==> src/sv/assert_macros.svh <==
// Assertion macros used by the controller RTL file (shamd_ctrl.sv).
`ifndef ASSERT_MACROS_SVH
`define ASSERT_MACROS_SVH
`ifndef ASSERT_OFF
`define ASSERT_IMPL(label, clk, rst, ante, cons) \
   label: assert property (@(posedge clk) disable iff (rst) (ante) |-> (cons)) \
      else $error("assertion failed");
`define ASSERT_NEXT(label, clk, rst, ante, cons) \
   label: assert property (@(posedge clk) disable iff (rst) (ante) |=> (cons)) \
      else $error("assertion failed");
`else
`define ASSERT_IMPL(label, clk, rst, ante, cons)
`define ASSERT_NEXT(label, clk, rst, ante, cons)
`endif
`endif

==> src/sv/shamd_pkg.sv <==
// Types, constants and round tables of the SHA-256 digest block.
package shamd_pkg;

   typedef enum logic [2:0] {
      ST_IDLE,
      ST_COMPRESS,
      ST_FOLD,
      ST_PAD_MARK,
      ST_PAD_ZERO,
      ST_PAD_LEN,
      ST_OUTPUT
   } state_type;

   typedef enum logic [1:0] {
      SEL_INPUT,
      SEL_MARK,
      SEL_ZERO,
      SEL_LEN
   } byte_sel_type;

   typedef struct packed {
      logic         load_byte;
      byte_sel_type byte_sel;
      logic [2:0]   len_index;
      logic         count_bits;
      logic         round_en;
      logic [5:0]   round_index;
      logic         fold;
      logic         clear;
      logic [2:0]   out_index;
   } dp_cmd_type;

   typedef struct packed {
      logic [5:0] fill;
   } dp_status_type;

   localparam logic [7:0] PAD_MARK_BYTE = 8'h80;
   localparam logic [5:0] LEN_OFFSET    = 6'd56;
   localparam logic [5:0] LAST_POS      = 6'd63;

   function automatic logic [31:0] initial_hash(input logic [2:0] idx);
      logic [31:0] v;
      unique case (idx)
         3'd0: v = 32'h6a09e667;
         3'd1: v = 32'hbb67ae85;
         3'd2: v = 32'h3c6ef372;
         3'd3: v = 32'ha54ff53a;
         3'd4: v = 32'h510e527f;
         3'd5: v = 32'h9b05688c;
         3'd6: v = 32'h1f83d9ab;
         default: v = 32'h5be0cd19;
      endcase
      return v;
   endfunction

   function automatic logic [31:0] round_k(input logic [5:0] t);
      logic [31:0] k;
      unique case (t)
         6'd0:  k = 32'h428a2f98; 6'd1:  k = 32'h71374491;
         6'd2:  k = 32'hb5c0fbcf; 6'd3:  k = 32'he9b5dba5;
         6'd4:  k = 32'h3956c25b; 6'd5:  k = 32'h59f111f1;
         6'd6:  k = 32'h923f82a4; 6'd7:  k = 32'hab1c5ed5;
         6'd8:  k = 32'hd807aa98; 6'd9:  k = 32'h12835b01;
         6'd10: k = 32'h243185be; 6'd11: k = 32'h550c7dc3;
         6'd12: k = 32'h72be5d74; 6'd13: k = 32'h80deb1fe;
         6'd14: k = 32'h9bdc06a7; 6'd15: k = 32'hc19bf174;
         6'd16: k = 32'he49b69c1; 6'd17: k = 32'hefbe4786;
         6'd18: k = 32'h0fc19dc6; 6'd19: k = 32'h240ca1cc;
         6'd20: k = 32'h2de92c6f; 6'd21: k = 32'h4a7484aa;
         6'd22: k = 32'h5cb0a9dc; 6'd23: k = 32'h76f988da;
         6'd24: k = 32'h983e5152; 6'd25: k = 32'ha831c66d;
         6'd26: k = 32'hb00327c8; 6'd27: k = 32'hbf597fc7;
         6'd28: k = 32'hc6e00bf3; 6'd29: k = 32'hd5a79147;
         6'd30: k = 32'h06ca6351; 6'd31: k = 32'h14292967;
         6'd32: k = 32'h27b70a85; 6'd33: k = 32'h2e1b2138;
         6'd34: k = 32'h4d2c6dfc; 6'd35: k = 32'h53380d13;
         6'd36: k = 32'h650a7354; 6'd37: k = 32'h766a0abb;
         6'd38: k = 32'h81c2c92e; 6'd39: k = 32'h92722c85;
         6'd40: k = 32'ha2bfe8a1; 6'd41: k = 32'ha81a664b;
         6'd42: k = 32'hc24b8b70; 6'd43: k = 32'hc76c51a3;
         6'd44: k = 32'hd192e819; 6'd45: k = 32'hd6990624;
         6'd46: k = 32'hf40e3585; 6'd47: k = 32'h106aa070;
         6'd48: k = 32'h19a4c116; 6'd49: k = 32'h1e376c08;
         6'd50: k = 32'h2748774c; 6'd51: k = 32'h34b0bcb5;
         6'd52: k = 32'h391c0cb3; 6'd53: k = 32'h4ed8aa4a;
         6'd54: k = 32'h5b9cca4f; 6'd55: k = 32'h682e6ff3;
         6'd56: k = 32'h748f82ee; 6'd57: k = 32'h78a5636f;
         6'd58: k = 32'h84c87814; 6'd59: k = 32'h8cc70208;
         6'd60: k = 32'h90befffa; 6'd61: k = 32'ha4506ceb;
         6'd62: k = 32'hbef9a3f7;
         default: k = 32'hc67178f2;
      endcase
      return k;
   endfunction

endpackage

==> src/sv/shamd_datapath.sv <==
// Datapath: byte packing, schedule window, round unit, hash and length registers.
module shamd_datapath (
   input  logic                    clock,
   input  logic                    reset,
   input  shamd_pkg::dp_cmd_type   cmd,
   input  logic [7:0]              in_byte,
   output shamd_pkg::dp_status_type status,
   output logic [31:0]             digest_word
);
   import shamd_pkg::*;

   logic [31:0] hash_ff [8];
   logic [31:0] hash_in [8];
   logic [31:0] vars_ff [8];
   logic [31:0] vars_in [8];
   logic [31:0] win_ff  [16];
   logic [31:0] win_in  [16];
   logic [23:0] acc_ff, acc_in;
   logic [5:0]  fill_ff, fill_in;
   logic [63:0] count_ff, count_in;

   logic [7:0]  put_byte;
   logic [31:0] sched_w, ssig0, ssig1;
   logic [31:0] big0, big1, choose, major, t1, t2;

   always_comb begin
      unique case (cmd.byte_sel)
         SEL_INPUT: put_byte = in_byte;
         SEL_MARK:  put_byte = PAD_MARK_BYTE;
         SEL_ZERO:  put_byte = 8'h00;
         default:   put_byte = count_ff[{~cmd.len_index, 3'b111} -: 8];
      endcase
   end

   // message schedule: first 16 rounds replay the loaded words
   assign ssig0 = {win_ff[1][6:0], win_ff[1][31:7]} ^ {win_ff[1][17:0], win_ff[1][31:18]}
                ^ (win_ff[1] >> 3);
   assign ssig1 = {win_ff[14][16:0], win_ff[14][31:17]}
                ^ {win_ff[14][18:0], win_ff[14][31:19]} ^ (win_ff[14] >> 10);
   assign sched_w = (cmd.round_index < 6'd16) ? win_ff[0]
                  : win_ff[0] + ssig0 + win_ff[9] + ssig1;

   assign big1 = {vars_ff[4][5:0], vars_ff[4][31:6]} ^ {vars_ff[4][10:0], vars_ff[4][31:11]}
               ^ {vars_ff[4][24:0], vars_ff[4][31:25]};
   assign choose = (vars_ff[4] & vars_ff[5]) ^ (~vars_ff[4] & vars_ff[6]);
   assign big0 = {vars_ff[0][1:0], vars_ff[0][31:2]} ^ {vars_ff[0][12:0], vars_ff[0][31:13]}
               ^ {vars_ff[0][21:0], vars_ff[0][31:22]};
   assign major = (vars_ff[0] & vars_ff[1]) ^ (vars_ff[0] & vars_ff[2])
                ^ (vars_ff[1] & vars_ff[2]);
   assign t1 = vars_ff[7] + big1 + choose + round_k(cmd.round_index) + sched_w;
   assign t2 = big0 + major;

   always_comb begin
      hash_in  = hash_ff;
      vars_in  = vars_ff;
      win_in   = win_ff;
      acc_in   = acc_ff;
      fill_in  = fill_ff;
      count_in = count_ff;
      if (cmd.load_byte) begin
         fill_in = fill_ff + 6'd1;
         if (fill_ff[1:0] == 2'd3) begin
            for (int i = 0; i < 15; i++) win_in[i] = win_ff[i+1];
            win_in[15] = {acc_ff, put_byte};
         end else begin
            acc_in = {acc_ff[15:0], put_byte};
         end
         if (fill_ff == LAST_POS) vars_in = hash_ff;
      end
      if (cmd.count_bits) count_in = count_ff + 64'd8;
      if (cmd.round_en) begin
         for (int i = 0; i < 15; i++) win_in[i] = win_ff[i+1];
         win_in[15] = sched_w;
         vars_in[7] = vars_ff[6];
         vars_in[6] = vars_ff[5];
         vars_in[5] = vars_ff[4];
         vars_in[4] = vars_ff[3] + t1;
         vars_in[3] = vars_ff[2];
         vars_in[2] = vars_ff[1];
         vars_in[1] = vars_ff[0];
         vars_in[0] = t1 + t2;
      end
      if (cmd.fold) begin
         for (int i = 0; i < 8; i++) hash_in[i] = hash_ff[i] + vars_ff[i];
      end
      if (cmd.clear) begin
         for (int i = 0; i < 8; i++) hash_in[i] = initial_hash(3'(i));
         fill_in  = '0;
         count_in = '0;
      end
   end

   always_ff @(posedge clock) begin
      if (reset) begin
         for (int i = 0; i < 8; i++) hash_ff[i] <= initial_hash(3'(i));
         fill_ff  <= '0;
         count_ff <= '0;
      end else begin
         hash_ff  <= hash_in;
         fill_ff  <= fill_in;
         count_ff <= count_in;
      end
   end

   always_ff @(posedge clock) begin
      vars_ff <= vars_in;
      win_ff  <= win_in;
      acc_ff  <= acc_in;
   end

   assign status.fill = fill_ff;
   assign digest_word = hash_ff[cmd.out_index];

endmodule

==> src/sv/shamd_ctrl.sv <==
// Controller: input handshake, padding sequence, round count and digest readout.
`include "assert_macros.svh"
module shamd_ctrl (
   input  logic                     clock,
   input  logic                     reset,
   input  logic                     req_valid,
   output logic                     req_stall,
   input  logic                     req_carries_byte,
   input  logic                     req_is_last,
   output logic                     rsp_valid,
   input  logic                     rsp_stall,
   input  shamd_pkg::dp_status_type status,
   output shamd_pkg::dp_cmd_type    cmd
);
   import shamd_pkg::*;

   state_type   state_ff, state_in;
   state_type   ret_ff, ret_in;
   logic [5:0]  round_ff, round_in;
   logic [2:0]  len_ff, len_in;
   logic [2:0]  out_ff, out_in;

   always_ff @(posedge clock) begin
      if (reset) begin
         state_ff <= ST_IDLE;
         ret_ff   <= ST_IDLE;
         round_ff <= '0;
         len_ff   <= '0;
         out_ff   <= '0;
      end else begin
         state_ff <= state_in;
         ret_ff   <= ret_in;
         round_ff <= round_in;
         len_ff   <= len_in;
         out_ff   <= out_in;
      end
   end

   always_comb begin
      state_in  = state_ff;
      ret_in    = ret_ff;
      round_in  = round_ff;
      len_in    = len_ff;
      out_in    = out_ff;
      req_stall = 1'b1;
      rsp_valid = 1'b0;
      cmd             = '0;
      cmd.byte_sel    = SEL_INPUT;
      cmd.len_index   = len_ff;
      cmd.round_index = round_ff;
      cmd.out_index   = out_ff;
      unique case (state_ff)
         ST_IDLE: begin
            req_stall = 1'b0;
            if (req_valid) begin
               cmd.load_byte  = req_carries_byte;
               cmd.count_bits = req_carries_byte;
               if (req_carries_byte && status.fill == LAST_POS) begin
                  state_in = ST_COMPRESS;
                  ret_in   = req_is_last ? ST_PAD_MARK : ST_IDLE;
               end else if (req_is_last) begin
                  state_in = ST_PAD_MARK;
               end
            end
         end
         ST_COMPRESS: begin
            cmd.round_en = 1'b1;
            round_in = round_ff + 6'd1;
            if (round_ff == LAST_POS) state_in = ST_FOLD;
         end
         ST_FOLD: begin
            cmd.fold = 1'b1;
            state_in = ret_ff;
         end
         ST_PAD_MARK: begin
            cmd.load_byte = 1'b1;
            cmd.byte_sel  = SEL_MARK;
            if (status.fill == LAST_POS) begin
               state_in = ST_COMPRESS;
               ret_in   = ST_PAD_ZERO;
            end else begin
               state_in = ST_PAD_ZERO;
            end
         end
         ST_PAD_ZERO: begin
            if (status.fill == LEN_OFFSET) begin
               state_in = ST_PAD_LEN;
            end else begin
               cmd.load_byte = 1'b1;
               cmd.byte_sel  = SEL_ZERO;
               if (status.fill == LAST_POS) begin
                  state_in = ST_COMPRESS;
                  ret_in   = ST_PAD_ZERO;
               end
            end
         end
         ST_PAD_LEN: begin
            cmd.load_byte = 1'b1;
            cmd.byte_sel  = SEL_LEN;
            len_in = len_ff + 3'd1;
            if (len_ff == 3'd7) begin
               state_in = ST_COMPRESS;
               ret_in   = ST_OUTPUT;
            end
         end
         ST_OUTPUT: begin
            rsp_valid = 1'b1;
            if (!rsp_stall) begin
               out_in = out_ff + 3'd1;
               if (out_ff == 3'd7) begin
                  cmd.clear = 1'b1;
                  state_in  = ST_IDLE;
               end
            end
         end
         default: state_in = ST_IDLE;
      endcase
   end

   `ASSERT_IMPL(a_no_overlap, clock, reset, rsp_valid, req_stall)
   `ASSERT_NEXT(a_rounds_to_fold, clock, reset,
                state_ff == ST_COMPRESS && round_ff == LAST_POS, state_ff == ST_FOLD)
   `ASSERT_IMPL(a_block_done_on_output, clock, reset, state_ff == ST_OUTPUT, status.fill == 6'd0)
   `ASSERT_NEXT(a_len_ends_block, clock, reset,
                state_ff == ST_PAD_LEN && len_ff == 3'd7, status.fill == 6'd0)
   `ASSERT_NEXT(a_clear_after_digest, clock, reset, cmd.clear, state_ff == ST_IDLE && out_ff == 3'd0)

endmodule

==> src/sv/sha256_message_digest.sv <==
// SHA-256 digest core: one message byte per word, eight digest words per message.
// Throughput: one byte per cycle while a block fills; a full block then stalls input
// while the single round unit runs its 64 rounds and the hash update is made.
// Output: after the last word is taken, the padding (one or two padded blocks) is compressed
// before rsp_valid rises; digest words then go out one per unstalled cycle.
// Reset (synchronous, active high) loads the initial hash; re-initializes after each digest.
module sha256_message_digest (
   input  logic        clock,
   input  logic        reset,
   input  logic        req_valid,
   output logic        req_stall,
   input  logic [7:0]  req_data_byte,
   input  logic        req_carries_byte,
   input  logic        req_is_last,
   output logic        rsp_valid,
   input  logic        rsp_stall,
   output logic [31:0] rsp_digest_word,
   output logic [2:0]  rsp_word_index,
   output logic        rsp_last_word
);
   import shamd_pkg::*;

   dp_cmd_type    cmd;
   dp_status_type status;

   shamd_ctrl u_ctrl (
      .clock            (clock),
      .reset            (reset),
      .req_valid        (req_valid),
      .req_stall        (req_stall),
      .req_carries_byte (req_carries_byte),
      .req_is_last      (req_is_last),
      .rsp_valid        (rsp_valid),
      .rsp_stall        (rsp_stall),
      .status           (status),
      .cmd              (cmd)
   );

   shamd_datapath u_datapath (
      .clock       (clock),
      .reset       (reset),
      .cmd         (cmd),
      .in_byte     (req_data_byte),
      .status      (status),
      .digest_word (rsp_digest_word)
   );

   assign rsp_word_index = cmd.out_index;
   assign rsp_last_word  = (cmd.out_index == 3'd7);

endmodule
==> config.mk <==
export PLATFORM = sky130hd
export DESIGN_NAME = sha256_message_digest
export DESIGN_NICKNAME = d
export VERILOG_FILES = /design/src/sv/shamd_pkg.sv /design/src/sv/shamd_datapath.sv /design/src/sv/shamd_ctrl.sv /design/src/sv/sha256_message_digest.sv
export VERILOG_INCLUDE_DIRS = /design/src /design/src/sv
export SDC_FILE = /design/constraint.sdc
export NUM_CORES = 2
export LEC_CHECK = 0
export BUFFER_PORTS_ARGS = -buffer_cell sky130_fd_sc_hd__buf_2
export CAP_MARGIN = 20
export CELL_PAD_IN_SITES_DETAIL_PLACEMENT = 1
export CELL_PAD_IN_SITES_GLOBAL_PLACEMENT = 1
export CORE_UTILIZATION = 52
export DETAILED_ROUTE_END_ITERATION = 6
export PLACE_DENSITY_LB_ADDON = 0.3
export SYNTH_ARGS = -nofsm -noshare
export SYNTH_HDL_FRONTEND = slang
export SYNTH_HIERARCHICAL = 1
export SYNTH_SLANG_ARGS = --single-unit
==> constraint.sdc <==
create_clock -name clock -period 17.69 [get_ports clock]
set_clock_uncertainty 0.1 [all_clocks]
set_input_delay 3.538 -clock clock [delete_from_list [all_inputs] [get_ports clock]]
set_output_delay 3.538 -clock clock [all_outputs]
set_load 0.005 [all_outputs]
==> metrics.md <==
| Metric | Value |
|---|---|
| Status | `complete, no violations` |
| Clock sinks | `1133` |
| Number of global-route vias before repair | `55094` |
| Remaining Overflow, GRT | `0` |
| Fillcell total | `14107` |
| Hold Slack | `312.6 ps` |
| Drt wl/cell | `27.73 um` |
| Commonest non-fill, non-tap cell in the layout | `edfxtp_1` |
| Die Span Y | `370.0 um` |
| Crit path max-delay cell type | `fa_1` |
| Total GRT Usage | `34.00%` |
| H-tree depth | `4` |
| Die Wd | `370.0 um` |
| Critical path class | `flip-flop to flip-flop` |
| Final worst path period need | `11040 ps` |
| Crit end category | `flip-flop` |
| Hold Crit Class | `flip-flop to flip-flop` |
| Die footprint | `0.1369 mm2` |
| Slowest cell delay on critical path | `540 ps` |
| Yosys cell types | `103` |
| Max-slew violation total from the final report | `0` |
| Detail Route Antenna Nets | `0` |
| Final wirelength | `233000 um` |
| R2R cell count | `41` |
| Crit share post-route | `62.41%` |
| Via count | `52591` |
| Cell Area, Synth | `0.07043 mm2` |
| Post-synth EDFFs | `792` |
| Post-layout util | `57.60%` |
| Worst hold path startpoint | `u_datapath/win_ff[91]` |
| Antenna violations before repair | `0` |
| Area share of the largest cell type after synthesis | `33.77%` |
| Top_reg_cell synth | `edfxtp_1` |
| Arr. time, crit path | `11440 ps` |
| Asr flop ratio synth | `0%` |
| Detailed placement HPWL | `171600 um` |
| Mapped Nets | `7152` |
| Slew headroom | `9.808%` |
| Resize count post-CTS | `0` |
| Area growth, synth to finish | `9.573%` |
| Setup-failing EPs final | `0` |
| DRC viols | `0` |
| YS warnings | `6` |
| First drt pass iteration count | `5` |
| Yosys top cell by area | `edfxtp_1` |
| Startpoint types | `flip-flop` |
| Root Buffer | `clkbuf_16` |
| Buffers and inverters on the worst path | `5` |
| Max-cap viol count | `0` |
| RSZ-0062 raised after global routing | `no` |
| Vias per inst | `6.259` |
| Worst-Skew Late Latency | `800 ps` |
| DRC marker count from the first detailed-route iteration | `4198` |
| Core Rows | `134` |
| Setup Fix Bufs, Post-CTS | `0` |
| Worst Hold Path EP | `u_datapath/win_ff[123]` |
| RePlAce Congestion | `1.022` |
| Antenna cells | `0` |
| R2R Path Start | `u_datapath/win_ff[469]` |
| Clk pin slew, worst setup/hold paths | `70 ps` |
| Core footprint | `0.1340 mm2` |
| Worst Tran Pin Value | `1339 ps` |
| First-pass GRT wire length | `347300 um` |
| Hold buffer count at cts | `0` |
| Port bufs | `51` |
| Largest cells by area after synthesis | `edfxtp_1 34%, dfxtp_1 9.7%, ha_1 7.1%` |
| CTS tree | `yes` |
| Post-Synthesis Cells | `6545` |
| Largest net degree at the start of global routing | `155` |
| Layout cells sized above 1 | `11.50%` |
| Starting Density | `52.57%` |
| Top Ports | `52` |
| Clock Tree Buf Depth | `3` |
| Layout Nets | `7129` |
| Syn avg cell area | `10.76 um2` |
| RR Endpoint | `u_datapath/vars_ff[255]` |
| Largest delay contributor family on the critical path | `adder cells` |
| Sequential area share after synthesis | `43.46%` |
| Final hold vios | `0` |
| Cell mode on critical path | `fa_1` |
| Setup_tns | `0 ps` |
| Hold depth | `0` |
| Worst-path fanout max | `5` |
| Most frequent cells in the layout | `792 x edfxtp_1, 481 x nor2_1, 465 x inv_1` |
| CTS Buf Count | `132` |
| Post-synthesis register bit count | `1133` |
| Worst EP required | `18090 ps` |
| R2R Setup Slk | `6650 ps` |
| Max Freq | `90.57 MHz` |
==> worst reg2reg max path: cells and delay by family (launching register included) <==
family | cells | cell delay (ps)
compound gates | 16 | 3480
xor+xnor | 6 | 1290
buf+inv | 5 | 440
simple gates | 4 | 670
mux | 1 | 450
fa+ha+maj | 9 | 3750
flops | 1 | 530
==> cell type report <==
type,instances,area (um2),share of cell area [%]
Clock inverter,75,1145,1.484
Inverter,471,1775,2.301
Multi-Input combinational cell,4665,37030,47.99
Timing Repair Buffer,119,827.0,1.072
Tap cell,1768,2212,2.867
Clock buffer,171,3552,4.603
Sequential cell,1133,30630,39.69
==> sequential cells by signal, summed over array words and instances (netlist names) <==
signal / flops
u_ctrl/len_ff: 3
u_ctrl/out_ff: 3
u_ctrl/ret_ff: 3
u_ctrl/round_ff: 6
u_ctrl/state_ff: 3
u_datapath/acc_ff: 24
u_datapath/count_ff: 61
u_datapath/hash_ff: 256
u_datapath/status: 6
u_datapath/vars_ff: 256
u_datapath/win_ff: 512
==> cells by family after synthesis <==
logic type / after synthesis / synth area share (%)
AND/OR/NAND/NOR: 1418 / 9.301
adder cells (fa/ha/maj): 612 / 12.89
flip-flops: 1133 / 43.46
buffers and inverters: 747 / 4.019
XOR/XNOR: 601 / 7.496
multiplexers: 493 / 8.917
AO/OA/AOI/OAI: 1541 / 13.91
==> Yosys cell counts (37+ instances only) <==
library cell	number
edfxtp_1	792
nor2_1	484
inv_1	466
a21oi_1	438
ha_1	397
xnor2_1	390
o21ai_0	383
nand2_1	376
dfxtp_1	341
mux2_2	295
clkbuf_1	227
xor2_1	210
fa_1	196
a21o_1	179
nand3_1	123
mux2i_1	120
nor3_1	92
mux4_2	78
o21a_1	72
nand2b_1	63
a211oi_1	62
a31oi_1	60
or3_1	58
nor2b_1	57
buf_1	44
and3_1	41
o21bai_1	41
o211ai_1	39
o31ai_1	39
nand4_1	37
==> worst max-delay path by stage <==
stage / startpoint / to / slack [ps] / cells after the start
2_1_floorplan: req_carries_byte / u_datapath/win_ff[0] / 1360 / 6
3_3_place_gp: u_datapath/win_ff[456] / u_datapath/vars_ff[255] / 7000 / 44
3_5_place_dp: u_datapath/win_ff[456] / u_datapath/vars_ff[255] / 6900 / 44
4_1_cts: u_datapath/win_ff[456] / u_datapath/vars_ff[255] / 6750 / 44
5_1_grt: u_datapath/win_ff[455] / u_datapath/vars_ff[255] / 6210 / 46
6_report: u_datapath/win_ff[469] / u_datapath/vars_ff[255] / 6650 / 41
==> per-layer routing <==
metal	part of all wire, %	up-vias	track usage, %
li1	-	23576	-
met1	40	26693	41.53
met2	49	1782	57.93
met3	5.5	540	4.656
met4	6.1	0	18.83
met5	0	-	0
==> stage by stage <==
stage	instances	worst slack, ps	area, um2
2_1_floorplan	6545	1363	70430
3_3_place_gp	8153	6999	72410
3_5_place_dp	8154	6904	72410
4_1_cts	8400	6753	77110
5_1_grt	8402	6212	77170
6_report	8402	6649	77170
Power is left out: the tool's default activity adds up to more than one toggle a clock period on the data nets, which glitch-free logic cannot reach.
